==> config.mk <==
export PLATFORM = sky130hd
export DESIGN_NAME = usbmsx_seq
export DESIGN_NICKNAME = d
export VERILOG_FILES = /design/src/usbmsx_pkg.sv /design/src/usbmsx_seq.sv
export SDC_FILE = /design/constraint.sdc
export NUM_CORES = 1
export LEC_CHECK = 0
export BUFFER_PORTS_ARGS = -buffer_cell sky130_fd_sc_hd__buf_2
export CORE_MARGIN = 2
export CORE_UTILIZATION = 30
export CTS_BUF_LIST = sky130_fd_sc_hd__clkbuf_2 sky130_fd_sc_hd__clkbuf_4 sky130_fd_sc_hd__clkbuf_8
export DETAILED_ROUTE_END_ITERATION = 10
export GPL_ROUTABILITY_DRIVEN = 0
export PLACE_DENSITY = 0.59
export SLEW_MARGIN = 15
export SYNTH_ARGS = -nofsm -noshare
export SYNTH_HDL_FRONTEND = slang
export SYNTH_SLANG_ARGS = --single-unit
==> constraint.sdc <==
create_clock -name clk_i -period 8.6 [get_ports clk_i]
set_clock_uncertainty 0.15 [all_clocks]
set_input_delay 0 -clock clk_i [delete_from_list [all_inputs] [get_ports clk_i]]
set_output_delay 0 -clock clk_i [all_outputs]
set_load 0.01 [all_outputs]
==> src/usbmsx_pkg.sv <==
`timescale 1ns / 1ps
// ----------------------------------------------------------------------------
// usbmsx_pkg
// shared types, codes and helpers of the usb-midi sysex reassembler
// ----------------------------------------------------------------------------
package usbmsx_pkg;

  // default message buffer size in bytes, per slot
  localparam int BUF_BYTES_DEF = 512;

  // code index numbers and sysex start byte
  localparam logic [3:0] CIN_MASK    = 4'hF;
  localparam logic [3:0] CIN_CONT    = 4'h4;
  localparam logic [3:0] CIN_END1    = 4'h5;
  localparam logic [3:0] CIN_END2    = 4'h6;
  localparam logic [3:0] CIN_END3    = 4'h7;
  localparam logic [7:0] SYSEX_START = 8'hF0;

  localparam logic [9:0] LEN_OUT_MAX = 10'd1023;

  typedef enum logic [1:0] {
    REQ_PACKET  = 2'd0,
    REQ_READ    = 2'd1,
    REQ_RELEASE = 2'd2,
    REQ_GONE    = 2'd3
  } req_e;

  // one accepted request item
  typedef struct packed {
    logic [1:0]  req_type;
    logic [7:0]  pkt_header;
    logic [7:0]  pkt_byte1;
    logic [7:0]  pkt_byte2;
    logic [7:0]  pkt_byte3;
    logic [8:0]  read_index;
    logic [15:0] read_limit;
  } req_t;

  // per-item result status handed down the pipeline
  typedef struct packed {
    logic       completed;
    logic       message_ready;
    logic [9:0] length_out;
    logic       read_hit;
  } step_t;

  function automatic logic [9:0] clamp_len(logic [15:0] v);
    logic [9:0] r;
    r = (v > 16'(LEN_OUT_MAX)) ? LEN_OUT_MAX : v[9:0];
    return r;
  endfunction

endpackage

==> src/usbmsx_seq.sv <==
`timescale 1ns / 1ps
// ----------------------------------------------------------------------------
// usbmsx_seq
// message state: assembly, slot lengths, ready slot; decodes and, on fire_i, commits at most one item a cycle
// ----------------------------------------------------------------------------
module usbmsx_seq #(
  parameter int BUF_BYTES = usbmsx_pkg::BUF_BYTES_DEF,
  localparam int ADDR_W = $clog2(2 * BUF_BYTES)
) (
  input  logic                  clk_i,
  input  logic                  rst_ni,
  input  logic                  fire_i,
  input  usbmsx_pkg::req_t      req_i,
  output usbmsx_pkg::step_t     step_o,
  output logic [2:0]            wr_en_o,
  output logic [ADDR_W-1:0]     wr_base_o,
  output logic [2:0][7:0]       wr_data_o,
  output logic                  rd_en_o,
  output logic [ADDR_W-1:0]     rd_addr_o
);

  localparam int LEN_W = $clog2(BUF_BYTES + 1);
  localparam logic [LEN_W:0] BUF_LIM = (LEN_W + 1)'(BUF_BYTES);

  logic [LEN_W-1:0] slot_len_q [2];
  logic [LEN_W-1:0] slot_len_d [2];
  logic             write_slot_q, write_slot_d;
  logic             ready_valid_q, ready_valid_d;
  logic             ready_slot_q, ready_slot_d;
  logic [LEN_W-1:0] asm_len_q, asm_len_d;
  logic             asm_open_q, asm_open_d;

  logic [3:0]       cin;
  logic             is_pkt, is_end, start, append, complete;
  logic [2:0]       want;
  logic [LEN_W-1:0] len_base;
  logic [LEN_W:0]   new_len_w;
  logic [LEN_W-1:0] new_len;
  logic [LEN_W-1:0] rd_len;
  logic [15:0]      rel_len;

  assign cin    = req_i.pkt_header[3:0] & usbmsx_pkg::CIN_MASK;
  assign is_pkt = (usbmsx_pkg::req_e'(req_i.req_type) == usbmsx_pkg::REQ_PACKET);
  assign is_end = (cin == usbmsx_pkg::CIN_END1) || (cin == usbmsx_pkg::CIN_END2) ||
                  (cin == usbmsx_pkg::CIN_END3);
  assign start  = is_pkt && (cin == usbmsx_pkg::CIN_CONT) &&
                  (req_i.pkt_byte1 == usbmsx_pkg::SYSEX_START);
  assign append = is_pkt && (start || asm_open_q) &&
                  ((cin == usbmsx_pkg::CIN_CONT) || is_end);
  assign complete = is_pkt && is_end && asm_open_q;

  assign len_base = start ? '0 : asm_len_q;
  assign want[0]  = append;
  assign want[1]  = append && (cin != usbmsx_pkg::CIN_END1);
  assign want[2]  = append && ((cin == usbmsx_pkg::CIN_CONT) ||
                               (cin == usbmsx_pkg::CIN_END3));

  // bytes past the buffer end are dropped
  always_comb begin
    for (int k = 0; k < 3; k++) begin
      wr_en_o[k] = want[k] && (({1'b0, len_base} + (LEN_W + 1)'(k)) < BUF_LIM);
    end
  end

  assign new_len_w = {1'b0, len_base} + (LEN_W + 1)'(wr_en_o[0]) +
                     (LEN_W + 1)'(wr_en_o[1]) + (LEN_W + 1)'(wr_en_o[2]);
  assign new_len   = new_len_w[LEN_W-1:0];

  assign wr_base_o = (write_slot_q ? ADDR_W'(BUF_BYTES) : '0) + ADDR_W'(len_base);
  assign wr_data_o = {req_i.pkt_byte3, req_i.pkt_byte2, req_i.pkt_byte1};

  assign rd_len    = slot_len_q[ready_slot_q];
  assign rel_len   = (16'(rd_len) < req_i.read_limit) ? 16'(rd_len) : req_i.read_limit;
  assign rd_addr_o = (ready_slot_q ? ADDR_W'(BUF_BYTES) : '0) + ADDR_W'(req_i.read_index);

  always_comb begin
    slot_len_d    = slot_len_q;
    write_slot_d  = write_slot_q;
    ready_valid_d = ready_valid_q;
    ready_slot_d  = ready_slot_q;
    asm_len_d     = asm_len_q;
    asm_open_d    = asm_open_q;
    rd_en_o       = 1'b0;
    step_o        = '0;

    unique case (usbmsx_pkg::req_e'(req_i.req_type))
      usbmsx_pkg::REQ_PACKET: begin
        if (complete) begin
          slot_len_d[write_slot_q] = new_len;
          ready_slot_d             = write_slot_q;
          ready_valid_d            = 1'b1;
          write_slot_d             = ~write_slot_q;
          asm_len_d                = '0;
          asm_open_d               = 1'b0;
          step_o.completed         = 1'b1;
          step_o.length_out        = usbmsx_pkg::clamp_len(16'(new_len));
        end else if (append) begin
          asm_len_d  = new_len;
          asm_open_d = 1'b1;
        end
      end
      usbmsx_pkg::REQ_READ: begin
        step_o.read_hit = ready_valid_q &&
                          (16'(req_i.read_index) < 16'(rd_len)) &&
                          (16'(req_i.read_index) < 16'(BUF_BYTES));
        rd_en_o         = fire_i && step_o.read_hit;
      end
      usbmsx_pkg::REQ_RELEASE: begin
        if (ready_valid_q) begin
          step_o.length_out = usbmsx_pkg::clamp_len(rel_len);
          ready_valid_d     = 1'b0;
        end
      end
      usbmsx_pkg::REQ_GONE: begin
        asm_len_d     = '0;
        asm_open_d    = 1'b0;
        ready_valid_d = 1'b0;
      end
    endcase

    step_o.message_ready = ready_valid_d;
  end

  always_ff @(posedge clk_i or negedge rst_ni) begin
    if (!rst_ni) begin
      slot_len_q[0] <= '0;
      slot_len_q[1] <= '0;
      write_slot_q  <= 1'b0;
      ready_valid_q <= 1'b0;
      ready_slot_q  <= 1'b0;
      asm_len_q     <= '0;
      asm_open_q    <= 1'b0;
    end else if (fire_i) begin
      slot_len_q    <= slot_len_d;
      write_slot_q  <= write_slot_d;
      ready_valid_q <= ready_valid_d;
      ready_slot_q  <= ready_slot_d;
      asm_len_q     <= asm_len_d;
      asm_open_q    <= asm_open_d;
    end
  end

endmodule

==> results of run 1 <==
where the power goes:
group,internal [mW],switching [mW],total (mW)
registers,0.179,0.0185,0.198
clock network,0.0543,0.0580,0.112
logic,0.0784,0.0913,0.170
placed cells by master, fill, tap and decap left out, types with 3 or more instances in the layout:
master,netlist,layout
buf_2,4,86
dfrtp_1,34,34
nand2_1,32,32
inv_1,30,30
ha_1,23,23
mux2_2,20,20
dlygate4sd3_1,0,18
o21ai_0,13,13
nor2_1,13,13
mux2i_1,13,13
xnor2_1,9,9
and2_1,8,8
o22ai_1,7,7
a21oi_1,6,6
clkbuf_8,0,5
nor3_1,4,4
nand3_1,4,4
or3_1,3,3
a211oi_1,3,3
a211o_1,3,3
a21o_1,3,3
o21a_1,3,3
o31ai_1,3,3
per-stage QoR:
stage	hold WS, ps	utilization (%)	instances	total power [mW]
5_1_grt	56.21	37.18	517	0.5170
2_1_floorplan	-445.6	-	319	0.3212
3_3_place_gp	-149.9	34.39	492	0.3568
4_1_cts	32.47	37.18	517	0.4836
6_report	26.99	37.18	517	0.4797
3_5_place_dp	-149.9	34.39	492	0.3619
cell families (layout without fill, tap and decap cells):
family	Yosys count	count (layout)
AOI/OAI and AO/OA	56	56
xor gates and xnor gates	11	11
adders and majority gates	25	25
buffers and inverters	74	143
DFF	34	34
muxes	34	34
and+or+nand+nor	85	85
path summary, 6_finish.rpt:
| check | startpoint | endpoint | cells past startpoint |
|---|---|---|---|
| worst max-delay path | req_i[57] | step_o[5] | 18 |
| max in group asynchronous | rst_ni | slot_len_q[11]$_DFFE_PN0P_ | 2 |
| worst min-delay path | req_i[58] | asm_len_q[8]$_DFFE_PN0P_ | 3 |
| worst max register to register | asm_len_q[3]$_DFFE_PN0P_ | slot_len_q[16]$_DFFE_PN0P_ | 13 |
| worst min register to register | slot_len_q[9]$_DFFE_PN0P_ | slot_len_q[9]$_DFFE_PN0P_ | 2 |
| min in group asynchronous | rst_ni | asm_len_q[2]$_DFFE_PN0P_ | 2 |
layer usage:
layer	share of wire [%]	up-vias	GRT usage, %
li1	-	1216	-
met1	49	1138	19.01
met2	44	79	22.17
met3	5.8	8	2.941
met4	1.1	0	3.179
met5	0	-	0
tightest hold or removal path: stages:
cell and delay, ps:
buf_2 100, ha_1 210, o41ai_1 100
flip-flops by register name, summed over array words and instances, names as in the netlist:
name / flops
ready_slot_q: 1
asm_len_q: 10
slot_len_q: 20
write_slot_q: 1
ready_valid_q: 1
asm_open_q: 1
cell type report:
class	count	share of cell area [%]
well taps	129	4.676
multi-input cells	211	47.12
clock inverters	2	0.2900
flip-flops and latches	34	24.65
clock buffers	5	1.993
repair buffers	105	17.91
inverters	31	3.371
what timing repair did:
| item | 4_1_cts | 5_1_grt |
|---|---|---|
| hold endpoints to repair | 53 | 0 |
| hold buffers | 18 | 0 |
| setup endpoints to repair | 0 | 0 |
| gates resized for setup | 0 | 0 |
==> summary.md, run 1 <==
| Metric | Value |
|---|---|
| # DRC | `0` |
| Synth Instances | `319` |
| Max VDD drop | `0.00005639 V` |
| Overall Global Routing Usage | `13.76%` |
| Maximum root-to-sink buffer count | `2` |
| R2R setup slack | `4830 ps` |
| Cell variety after synth | `56` |
| Mapped cell area | `2893 um2` |
| Post-Synth Simple-Gate Area | `15.53%` |
| Initial antenna violation count | `0` |
| Core area | `9284 um2` |
| Synth Area in XOR/XNOR | `3.330%` |
| First-pass GRT wire length | `11,260 um` |
| #FFs+latches synth | `34` |
| Post-DP HPWL | `5699 um` |
| Max-slew violation count | `0` |
| Part of the cycle the worst path needs | `50.56%` |
| Crit path buffers/inverters | `4` |
| DR vias | `2,441` |
| Area taken by multi-input logic gates | `1627 um2` |
| Worst Max-Slew Pin Slew | `1070 ps` |
| Final WL | `7176 um` |
| Clock Tree Root | `clkbuf_8` |
| Worst path cell trace | `buf_2 -> inv_1 -> ha_1 -> nand3b_1 -> or4_4 -> and2_4 -> and3_4 -> a211o_1 -> fa_1 -> inv_1 -> ha_1 -> fa_1 -> and3_1 -> xnor2_1 -> nor2_1 -> nand2_1 -> o21ai_0 -> buf_2` |
| Crit-path leading delay family | `simple AND/OR/NAND/NOR gates` |
| Ys flop type | `dfrtp_1` |
| Seq. cell area | `850.8 um2` |
| Vias in the first global route | `2,345` |
| Worst setup slack after layout | `4252 ps` |
| Yosys top cell area share | `29.41%` |
| Mapped Nets | `406` |
| Num ports | `123` |
| CP arrival | `4200 ps` |
| Critical Path RT | `8450 ps` |
| Post-synthesis average cell area | `9.068 um2` |
| Sink Count | `34` |
| IO buf count | `86` |
| Die ar. | `10,440 um2` |
| Layout area overhead | `19.33%` |
| WL per Instance | `13.88 um` |
| Die Wd | `102.2 um` |
| Fin crit period | `4348 ps` |
| Crit-path max cell delay | `660 ps` |
| Rows | `35` |
| Fraction of layout cells with a size suffix above 1 | `31.96%` |
| Top post-synthesis cells by area | `dfrtp_1 (29%), ha_1 (9.9%), buf_4 (9.1%), mux2_2 (7.8%), mux2i_1 (4.5%)` |
| Final hold violations | `0` |
| Startpoint Class | `primary input` |
| Largest family of logic cells by synthesized area | `simple AND/OR/NAND/NOR gates` |
| Pwr/cell area | `139.0 nW/um2` |
| Fmax | `230.0 MHz` |
| # nets final | `475` |
| Drt initial violations | `80` |
| Type of the worst setup path | `in -> out` |
| Register area share after synthesis | `29.41%` |
| Synth cell count leaders | `buf_4 (35), dfrtp_1 (34), nand2_1 (32)` |
| Most numerous cell in the Yosys netlist | `buf_4` |
| Starting Density | `31.16%` |
| Max cap viols | `0` |
| Drt via density | `4.721` |
| Dpl ws | `4083 ps` |
| Yosys warns | `0` |
| Reg clk slew, reported paths | `70 ps` |
| Final setup TNS | `0 ps` |
| Worst min-delay path class | `in -> reg` |
| Fin area | `3452 um2` |
| RSZ-0062 raised after global routing | `false` |
| Fillers | `985` |
| CP Max Fanout | `13` |
| 1st-pass router iterations | `4` |
| CTS tree | `yes` |
| Antenna fix cells | `0` |
| Number of flops mapped to enable cells by yosys | `0` |
| Complex-gate fraction of the synthesized area | `13.15%` |
| GR Overflow Total | `0` |
| Post-Synth Adder-Cell Area | `11.33%` |
| Area after DPL | `3193 um2` |
| Largest net degree at the start of global routing | `35` |
| Setup violators final | `0` |
| Number of buffers created by CTS | `5` |
| Setup crit end kind | `output pin` |
| Pleak | `1.716 nW` |
| Post-synthesis mux area share | `12.67%` |
| Postcts setup bufs | `0` |
| Slew HR | `28.69%` |
| Critical path's slowest cell | `or4_4` |
| Clock Latency Late Sink | `290 ps` |
| Ys async rst share | `100.0%` |
| Die height | `102.2 um` |
| H-tree depth | `2` |
| Post-DRT Antenna Nets | `0` |
| Leading area contributor after synthesis | `dfrtp_1` |
| Status | `finished, final reports clean` |
Power figures use the tool's default switching activity.
==> run 2, diff against run 1 <==
--- a/config.mk
+++ b/config.mk
@@ -5,13 +5,14 @@
 export SDC_FILE = /design/constraint.sdc
 export NUM_CORES = 1
 export LEC_CHECK = 0
+export ABC_AREA = 1
 export BUFFER_PORTS_ARGS = -buffer_cell sky130_fd_sc_hd__buf_2
 export CORE_MARGIN = 2
 export CORE_UTILIZATION = 30
 export CTS_BUF_LIST = sky130_fd_sc_hd__clkbuf_2 sky130_fd_sc_hd__clkbuf_4 sky130_fd_sc_hd__clkbuf_8
 export DETAILED_ROUTE_END_ITERATION = 10
 export GPL_ROUTABILITY_DRIVEN = 0
-export PLACE_DENSITY = 0.59
+export PLACE_DENSITY = 0.6
 export SLEW_MARGIN = 15
 export SYNTH_ARGS = -nofsm -noshare
 export SYNTH_HDL_FRONTEND = slang
==> constraint.sdc (replaced) <==
create_clock -name clk_i -period 3.6 [get_ports clk_i]
set_clock_uncertainty 0.15 [all_clocks]
set_input_delay 0 -clock clk_i [delete_from_list [all_inputs] [get_ports clk_i]]
set_output_delay 0 -clock clk_i [all_outputs]
set_load 0.01 [all_outputs]
==> run 2 against run 1 <==
Cell count grew 26%. Cell area increased by 12%. Register-to-register slack got worse by 4400 ps. Clock power grew to 2.7 times the previous value. Utilization rose by 2.6 points. Via count up 24%. Critical path type unchanged. Highest routed layer unchanged.
==> summary.md, run 2 <==
| Metric | Value |
|---|---|
| Crit path buffers/inverters | `9` |
| Setup crit end kind | `output pin` |
| Mapped cell area | `3005 um2` |
| Synth Instances | `425` |
| 1st-pass router iterations | `4` |
| IO buf count | `86` |
| Most numerous cell in the Yosys netlist | `nand2_1` |
| Part of the cycle the worst path needs | `96.04%` |
| Worst Max-Slew Pin Slew | `773.0 ps` |
| Pleak | `2.214 nW` |
| CP arrival | `3310 ps` |
| Top post-synthesis cells by area | `dfrtp_1 (28%), nand2_1 (13%), ha_1 (9.6%), buf_4 (9.0%), nand3_1 (8.0%)` |
| Max-slew violation count | `0` |
| Critical Path RT | `3450 ps` |
| Sink Count | `34` |
| Overall Global Routing Usage | `15.10%` |
| Ys flop type | `dfrtp_1` |
| Post-DRT Antenna Nets | `0` |
| Max cap viols | `0` |
| Ys async rst share | `100.0%` |
| Final hold violations | `0` |
| Slew HR | `48.46%` |
| # nets final | `606` |
| #FFs+latches synth | `34` |
| Worst setup slack after layout | `142.4 ps` |
| Critical path depth | `24` |
| Status | `finished, final reports clean` |
| Register area share after synthesis | `28.31%` |
| Yosys top cell area share | `28.31%` |
| Starting Density | `30.89%` |
| Die height | `104.1 um` |
| Post-synthesis average cell area | `7.071 um2` |
| Crit-path leading delay family | `adder cells` |
| Mapped Nets | `512` |
| Setup violators final | `0` |
| Worst path cell trace | `buf_2 -> inv_2 -> ha_4 -> inv_2 -> nor3_4 -> nand3_4 -> nand2_2 -> inv_1 -> a21oi_1 -> nand2_1 -> nor2_2 -> inv_2 -> fa_1 -> inv_2 -> ha_4 -> fa_2 -> inv_2 -> nor2_2 -> buf_4 -> nand3_1 -> o21ai_2 -> nand3_1 -> nand2_1 -> buf_2` |
| Reg with most FFs | `slot_len_q` |
| Critical path endpoint | `step_o[9]` |
| Fin crit period | `3458 ps` |
| Layout area overhead | `28.81%` |
| Number of flops mapped to enable cells by yosys | `0` |
| Most frequent cells in the layout | `nand2_1 (104), buf_2 (86), inv_1 (48), nand3_1 (45), dfrtp_1 (33)` |
| Dpl ws | `-97.77 ps` |
| Vias in the first global route | `2,968` |
| Worst min-delay path class | `in -> out` |
| Die ar. | `10,830 um2` |
| GR Overflow Total | `0` |
| Worst r2r src | `asm_len_q[2]$_DFFE_PN0P_` |
| WL per Instance | `12.93 um` |
| Rows | `36` |
| Reg2reg end | `slot_len_q[15]$_DFFE_PN0P_` |
| CTS tree | `yes` |
| Initial antenna violation count | `0` |
| Drt via density | `4.629` |
| Largest regs | `slot_len_q (20), asm_len_q (10)` |
| Leading area contributor after synthesis | `dfrtp_1` |
| Drt initial violations | `124` |
| Type of the worst setup path | `in -> out` |
| Post-DP HPWL | `6594 um` |
| Cell variety after synth | `37` |
| Top cell by count, worst path | `inv_2` |
| Post-layout util | `39.79%` |
| CP Max Fanout | `8` |
| Final WL | `8446 um` |
| Largest net degree at the start of global routing | `35` |
| Placed instance count | `616` |
| Worst hold slack | `49.83 ps` |
| Commonest non-fill, non-tap cell in the layout | `nand2_1` |
| Antenna fix cells | `0` |
| Max VDD drop | `0.0001210 V` |
| Clock Latency Late Sink | `290 ps` |
| Die Wd | `104.1 um` |
| Post-route insts no fill | `653` |
| Fmax | `289.2 MHz` |
| DR vias | `3,023` |
| Critical path's slowest cell | `fa_1` |
| Pwr/cell area | `323.3 nW/um2` |
| CP startpoint | `req_i[58]` |
| Max reg flops | `20` |
| First-pass GRT wire length | `13,640 um` |
| Seq. cell area | `852.1 um2` |
| Fraction of layout cells with a size suffix above 1 | `33.08%` |
| Area taken by multi-input logic gates | `1719 um2` |
| H-tree depth | `2` |
| R2R setup slack | `430 ps` |
| Synth cell count leaders | `nand2_1 (107), inv_1 (54), nand3_1 (48)` |
| Startpoint Class | `primary input` |
| Maximum root-to-sink buffer count | `2` |
| Num ports | `123` |
| Clock Tree Root | `clkbuf_8` |
| # DRC | `0` |
| Core area | `9729 um2` |
| Fillers | `1,052` |
| Number of buffers created by CTS | `5` |
| R2R depth | `15` |
| Yosys warns | `0` |
| Crit-path max cell delay | `520 ps` |
run 2: changes by cell type after synthesis, sizes merged, moves of 4 or more:
cell,delta
nand3,+45
inv,+29
mux2,-21
nor2,+11
mux2i,-13
a21oi,+6
o21ai,+17
o22ai,-4
xnor2,-9
nand2,+81
and2,-7
or2,+11
run 2: worst min-delay path by stage:
stage	start	endpoint	slack [ps]	cells after the start
after CTS	req_i[43]	wr_data_o[2]	50	2
after global placement	req_i[29]	wr_data_o[20]	-150	0
after floorplan	rst_ni	asm_len_q[0]$_DFFE_PN0P_	-450	0
after global routing	req_i[48]	wr_data_o[7]	60	2
final	req_i[47]	wr_data_o[6]	50	2
after detailed placement	req_i[29]	wr_data_o[20]	-150	0
run 2: power by group:
group / leakage (nW) / internal [mW] / switching [mW] / total [mW]
Combinational: 1.70 / 0.214 / 0.296 / 0.510
Sequential: 0.465 / 0.413 / 0.0298 / 0.443
Clock: 0.0472 / 0.154 / 0.145 / 0.298
run 2: layout make-up:
| type | instances | area share [%] |
|---|---|---|
| Inverter | 60 | 5.818 |
| Multi-Input combinational cell | 288 | 44.41 |
| Timing Repair Buffer | 130 | 21.01 |
| Tap cell | 133 | 4.299 |
| Clock inverter | 2 | 0.3232 |
| Clock buffer | 6 | 2.133 |
| Sequential cell | 34 | 22.01 |
run 2: worst register-to-register path, stage by stage (launching register included):
cell     delay (ps)
dfrtp_1         440
nand3_1         180
nor3_4          190
a21oi_1         110
nor2_2          130
inv_2            50
fa_1            460
inv_2            80
ha_4            140
a21oi_1          70
inv_1            90
nand4_4         130
nor2_4          240
buf_4           150
xor2_1          280
o21ai_0         130
run 2: kinds of logic (layout without fill, tap and decap cells):
group | Yosys count | after routing | synth area share (%)
compound gates | 48 | 48 | 8.493
simple gates | 210 | 210 | 33.06
buf+inv | 103 | 198 | 17.78
fa+ha+maj | 25 | 25 | 10.91
flops | 34 | 34 | 28.31
xor+xnor | 5 | 5 | 1.457
run 2: per-stage QoR:
step	instance area (um2)	total power, mW	setup TNS, ps
global route	3871	1.352	-54.74
detailed placement	3406	0.9255	-389.0
finish	3871	1.252	0
floorplan	3005	0.7927	0
global placement	3406	0.9080	0
CTS	3694	1.251	0
run 2: per-layer routing:
layer / global-route usage [%] / wire (um)
met1: 19.89 / 3810
met2: 25.70 / 3883
met3: 3.133 / 634
met4: 2.896 / 117
met5: 0 / 0
run 2: repair_timing:
action	4_1_cts	5_1_grt
hold buffers	18	0
endpoints found under the hold margin	57	0
pin swaps	0	14
gates cloned	0	0
buffers inserted	0	11
setup endpoints to repair	4	10
gates resized for setup	2	27
==> run 3, diff against run 2 <==
--- a/config.mk
+++ b/config.mk
@@ -7,7 +7,7 @@
 export LEC_CHECK = 0
 export ABC_AREA = 1
 export BUFFER_PORTS_ARGS = -buffer_cell sky130_fd_sc_hd__buf_2
-export CORE_MARGIN = 2
+export CORE_MARGIN = 1
 export CORE_UTILIZATION = 30
 export CTS_BUF_LIST = sky130_fd_sc_hd__clkbuf_2 sky130_fd_sc_hd__clkbuf_4 sky130_fd_sc_hd__clkbuf_8
 export DETAILED_ROUTE_END_ITERATION = 10
==> run 3 against run 2 <==
Cell area shrank 0.87%. Highest routed layer unchanged. Largest power group unchanged. Critical path depth is 1 higher. Sequential share of layout area is 0.19 points higher. Critical endpoint unchanged. Die area fell by 3.8%. Power decreased by 0.25%. Via count shrank 0.96%. Combinational power is 1% lower. Critical path type unchanged.
==> summary.md, run 3 (same netlist as run 2, synthesis figures left out) <==
| Metric | Value |
|---|---|
| Pleak | `2.171 nW` |
| Sink Count | `34` |
| Worst Max-Slew Pin Slew | `775.3 ps` |
| Hold Path Stages | `2` |
| 1st-pass router iterations | `4` |
| Drt initial violations | `123` |
| Clock Latency Late Sink | `280 ps` |
| Seq. cell area | `852.1 um2` |
| Type of the worst setup path | `in -> out` |
| Vias in the first global route | `2,850` |
| GR Overflow Total | `0` |
| First-pass GRT wire length | `12,900 um` |
| Layout area overhead | `27.69%` |
| Reg2reg end | `asm_len_q[8]$_DFFE_PN0P_` |
| Commonest non-fill, non-tap cell in the layout | `nand2_1` |
| Setup violators final | `0` |
| Max cap viols | `0` |
| CP Max Fanout | `5` |
| Overall Global Routing Usage | `15.91%` |
| Die Wd | `102.1 um` |
| Final WL | `8346 um` |
| Post-layout util | `39.44%` |
| Rows | `36` |
| Worst r2r src | `asm_len_q[7]$_DFFE_PN0P_` |
| H-tree depth | `2` |
| Post-DRT Antenna Nets | `0` |
| Antenna fix cells | `0` |
| Part of the cycle the worst path needs | `95.72%` |
| Starting Density | `30.89%` |
| Drt via density | `4.620` |
| Slew HR | `48.32%` |
| Status | `finished, final reports clean` |
| Startpoint Class | `primary input` |
| Core area | `9729 um2` |
| R2R depth | `20` |
| IO buf count | `86` |
| Worst min-delay path class | `in -> out` |
| Fin crit period | `3446 ps` |
| Num ports | `123` |
| CP arrival | `3300 ps` |
| Max reg flops | `20` |
| Number of buffers created by CTS | `5` |
| Fillers | `1,023` |
| Maximum root-to-sink buffer count | `2` |
| Area taken by multi-input logic gates | `1738 um2` |
| Largest net degree at the start of global routing | `35` |
| # nets final | `601` |
| Fraction of layout cells with a size suffix above 1 | `32.82%` |
| # DRC | `0` |
| Max VDD drop | `0.0001200 V` |
| R2R setup slack | `360 ps` |
| DR vias | `2,994` |
| Initial antenna violation count | `0` |
| Critical Path RT | `3450 ps` |
| Fmax | `290.2 MHz` |
| Fin area | `3837 um2` |
| Setup crit end kind | `output pin` |
| Worst hold slack | `48.32 ps` |
| Clock Tree Root | `clkbuf_8` |
| Area after DPL | `3368 um2` |
| Pwr/cell area | `325.3 nW/um2` |
| Hold_sp | `req_i[47]` |
| Most frequent cells in the layout | `nand2_1 (105), buf_2 (86), inv_1 (48), nand3_1 (42), dfrtp_1 (33)` |
| Post-DP HPWL | `6356 um` |
| Die height | `102.1 um` |
| Max-slew violation count | `0` |
| Largest regs | `slot_len_q (20), asm_len_q (10)` |
| Reg with most FFs | `slot_len_q` |
| Final hold violations | `0` |
| CTS tree | `yes` |
| Sink of the worst hold path | `wr_data_o[6]` |
| WL per Instance | `12.88 um` |
| Die ar. | `10,420 um2` |
## run 3: per-layer routing
| layer | part of all wire [%] | vias up | GRT usage [%] |
|---|---|---|---|
| li1 | - | 1502 | - |
| met1 | 46 | 1356 | 20.51 |
| met2 | 46 | 124 | 27.26 |
| met3 | 6.9 | 12 | 3.352 |
| met4 | 1.3 | 0 | 3.626 |
| met5 | 0 | - | 0 |
## run 3: repair_timing
action / in CTS / in global routing
hold buffers: 18 / 0
cloned: 0 / 1
endpoints found under the setup margin: 3 / 8
endpoints found under the hold margin: 58 / 0
pin swaps: 0 / 13
setup buffers: 0 / 10
resized for setup: 1 / 29
## run 3: critical path, stage by stage
cell	delay, ps
buf_2	120
inv_2	80
ha_4	130
inv_1	60
nor3_4	250
nand3_4	160
nand2_4	130
inv_2	60
nand2_1	70
nor2_2	60
nand3_1	70
nand2_1	60
nor2_2	130
inv_1	70
fa_1	520
inv_2	50
ha_4	160
fa_2	380
inv_2	80
nor2_2	50
buf_4	140
nand4_1	130
nand3_1	110
nand2_1	90
buf_2	130
## run 3: worst max-delay path by stage
| stage | slack (ps) | end | depth (start not counted) | from |
|---|---|---|---|---|
| final | 150 | step_o[9] | 25 | req_i[57] |
| after floorplan | 280 | step_o[5] | 22 | req_i[57] |
| after global routing | -40 | step_o[9] | 25 | req_i[58] |
| after global placement | 40 | step_o[5] | 22 | req_i[57] |
| after detailed placement | -60 | step_o[7] | 23 | req_i[57] |
| after CTS | 20 | step_o[7] | 16 | asm_len_q[3]$_DFFE_PN0P_ |
## run 3: through the flow
step | setup slack [ps] | total power [mW] | setup TNS, ps | instances
finish | 154.2 | 1.248 | 0 | 648
global route | -38.47 | 1.357 | -53.05 | 648
CTS | 22.06 | 1.242 | 0 | 637
detailed placement | -60.49 | 0.9177 | -163.3 | 611
global placement | 37.45 | 0.8993 | 0 | 611
floorplan | 280.7 | 0.7927 | 0 | 425
## run 3: final cells by class
type	instances	area share, %
Clock inverter	1	0.1304
Timing Repair Buffer	124	19.82
Sequential cell	34	22.20
Multi-Input combinational cell	289	45.29
Inverter	60	5.869
Clock buffer	7	2.348
Tap cell	133	4.336
## run 3: power breakdown
part	total, mW	internal, mW	leakage [nW]	switching, mW
clock network	0.300	0.162	0.0517	0.138
logic	0.505	0.211	1.65	0.294
registers	0.444	0.414	0.465	0.0303
total	1.25	0.786	2.17	0.462
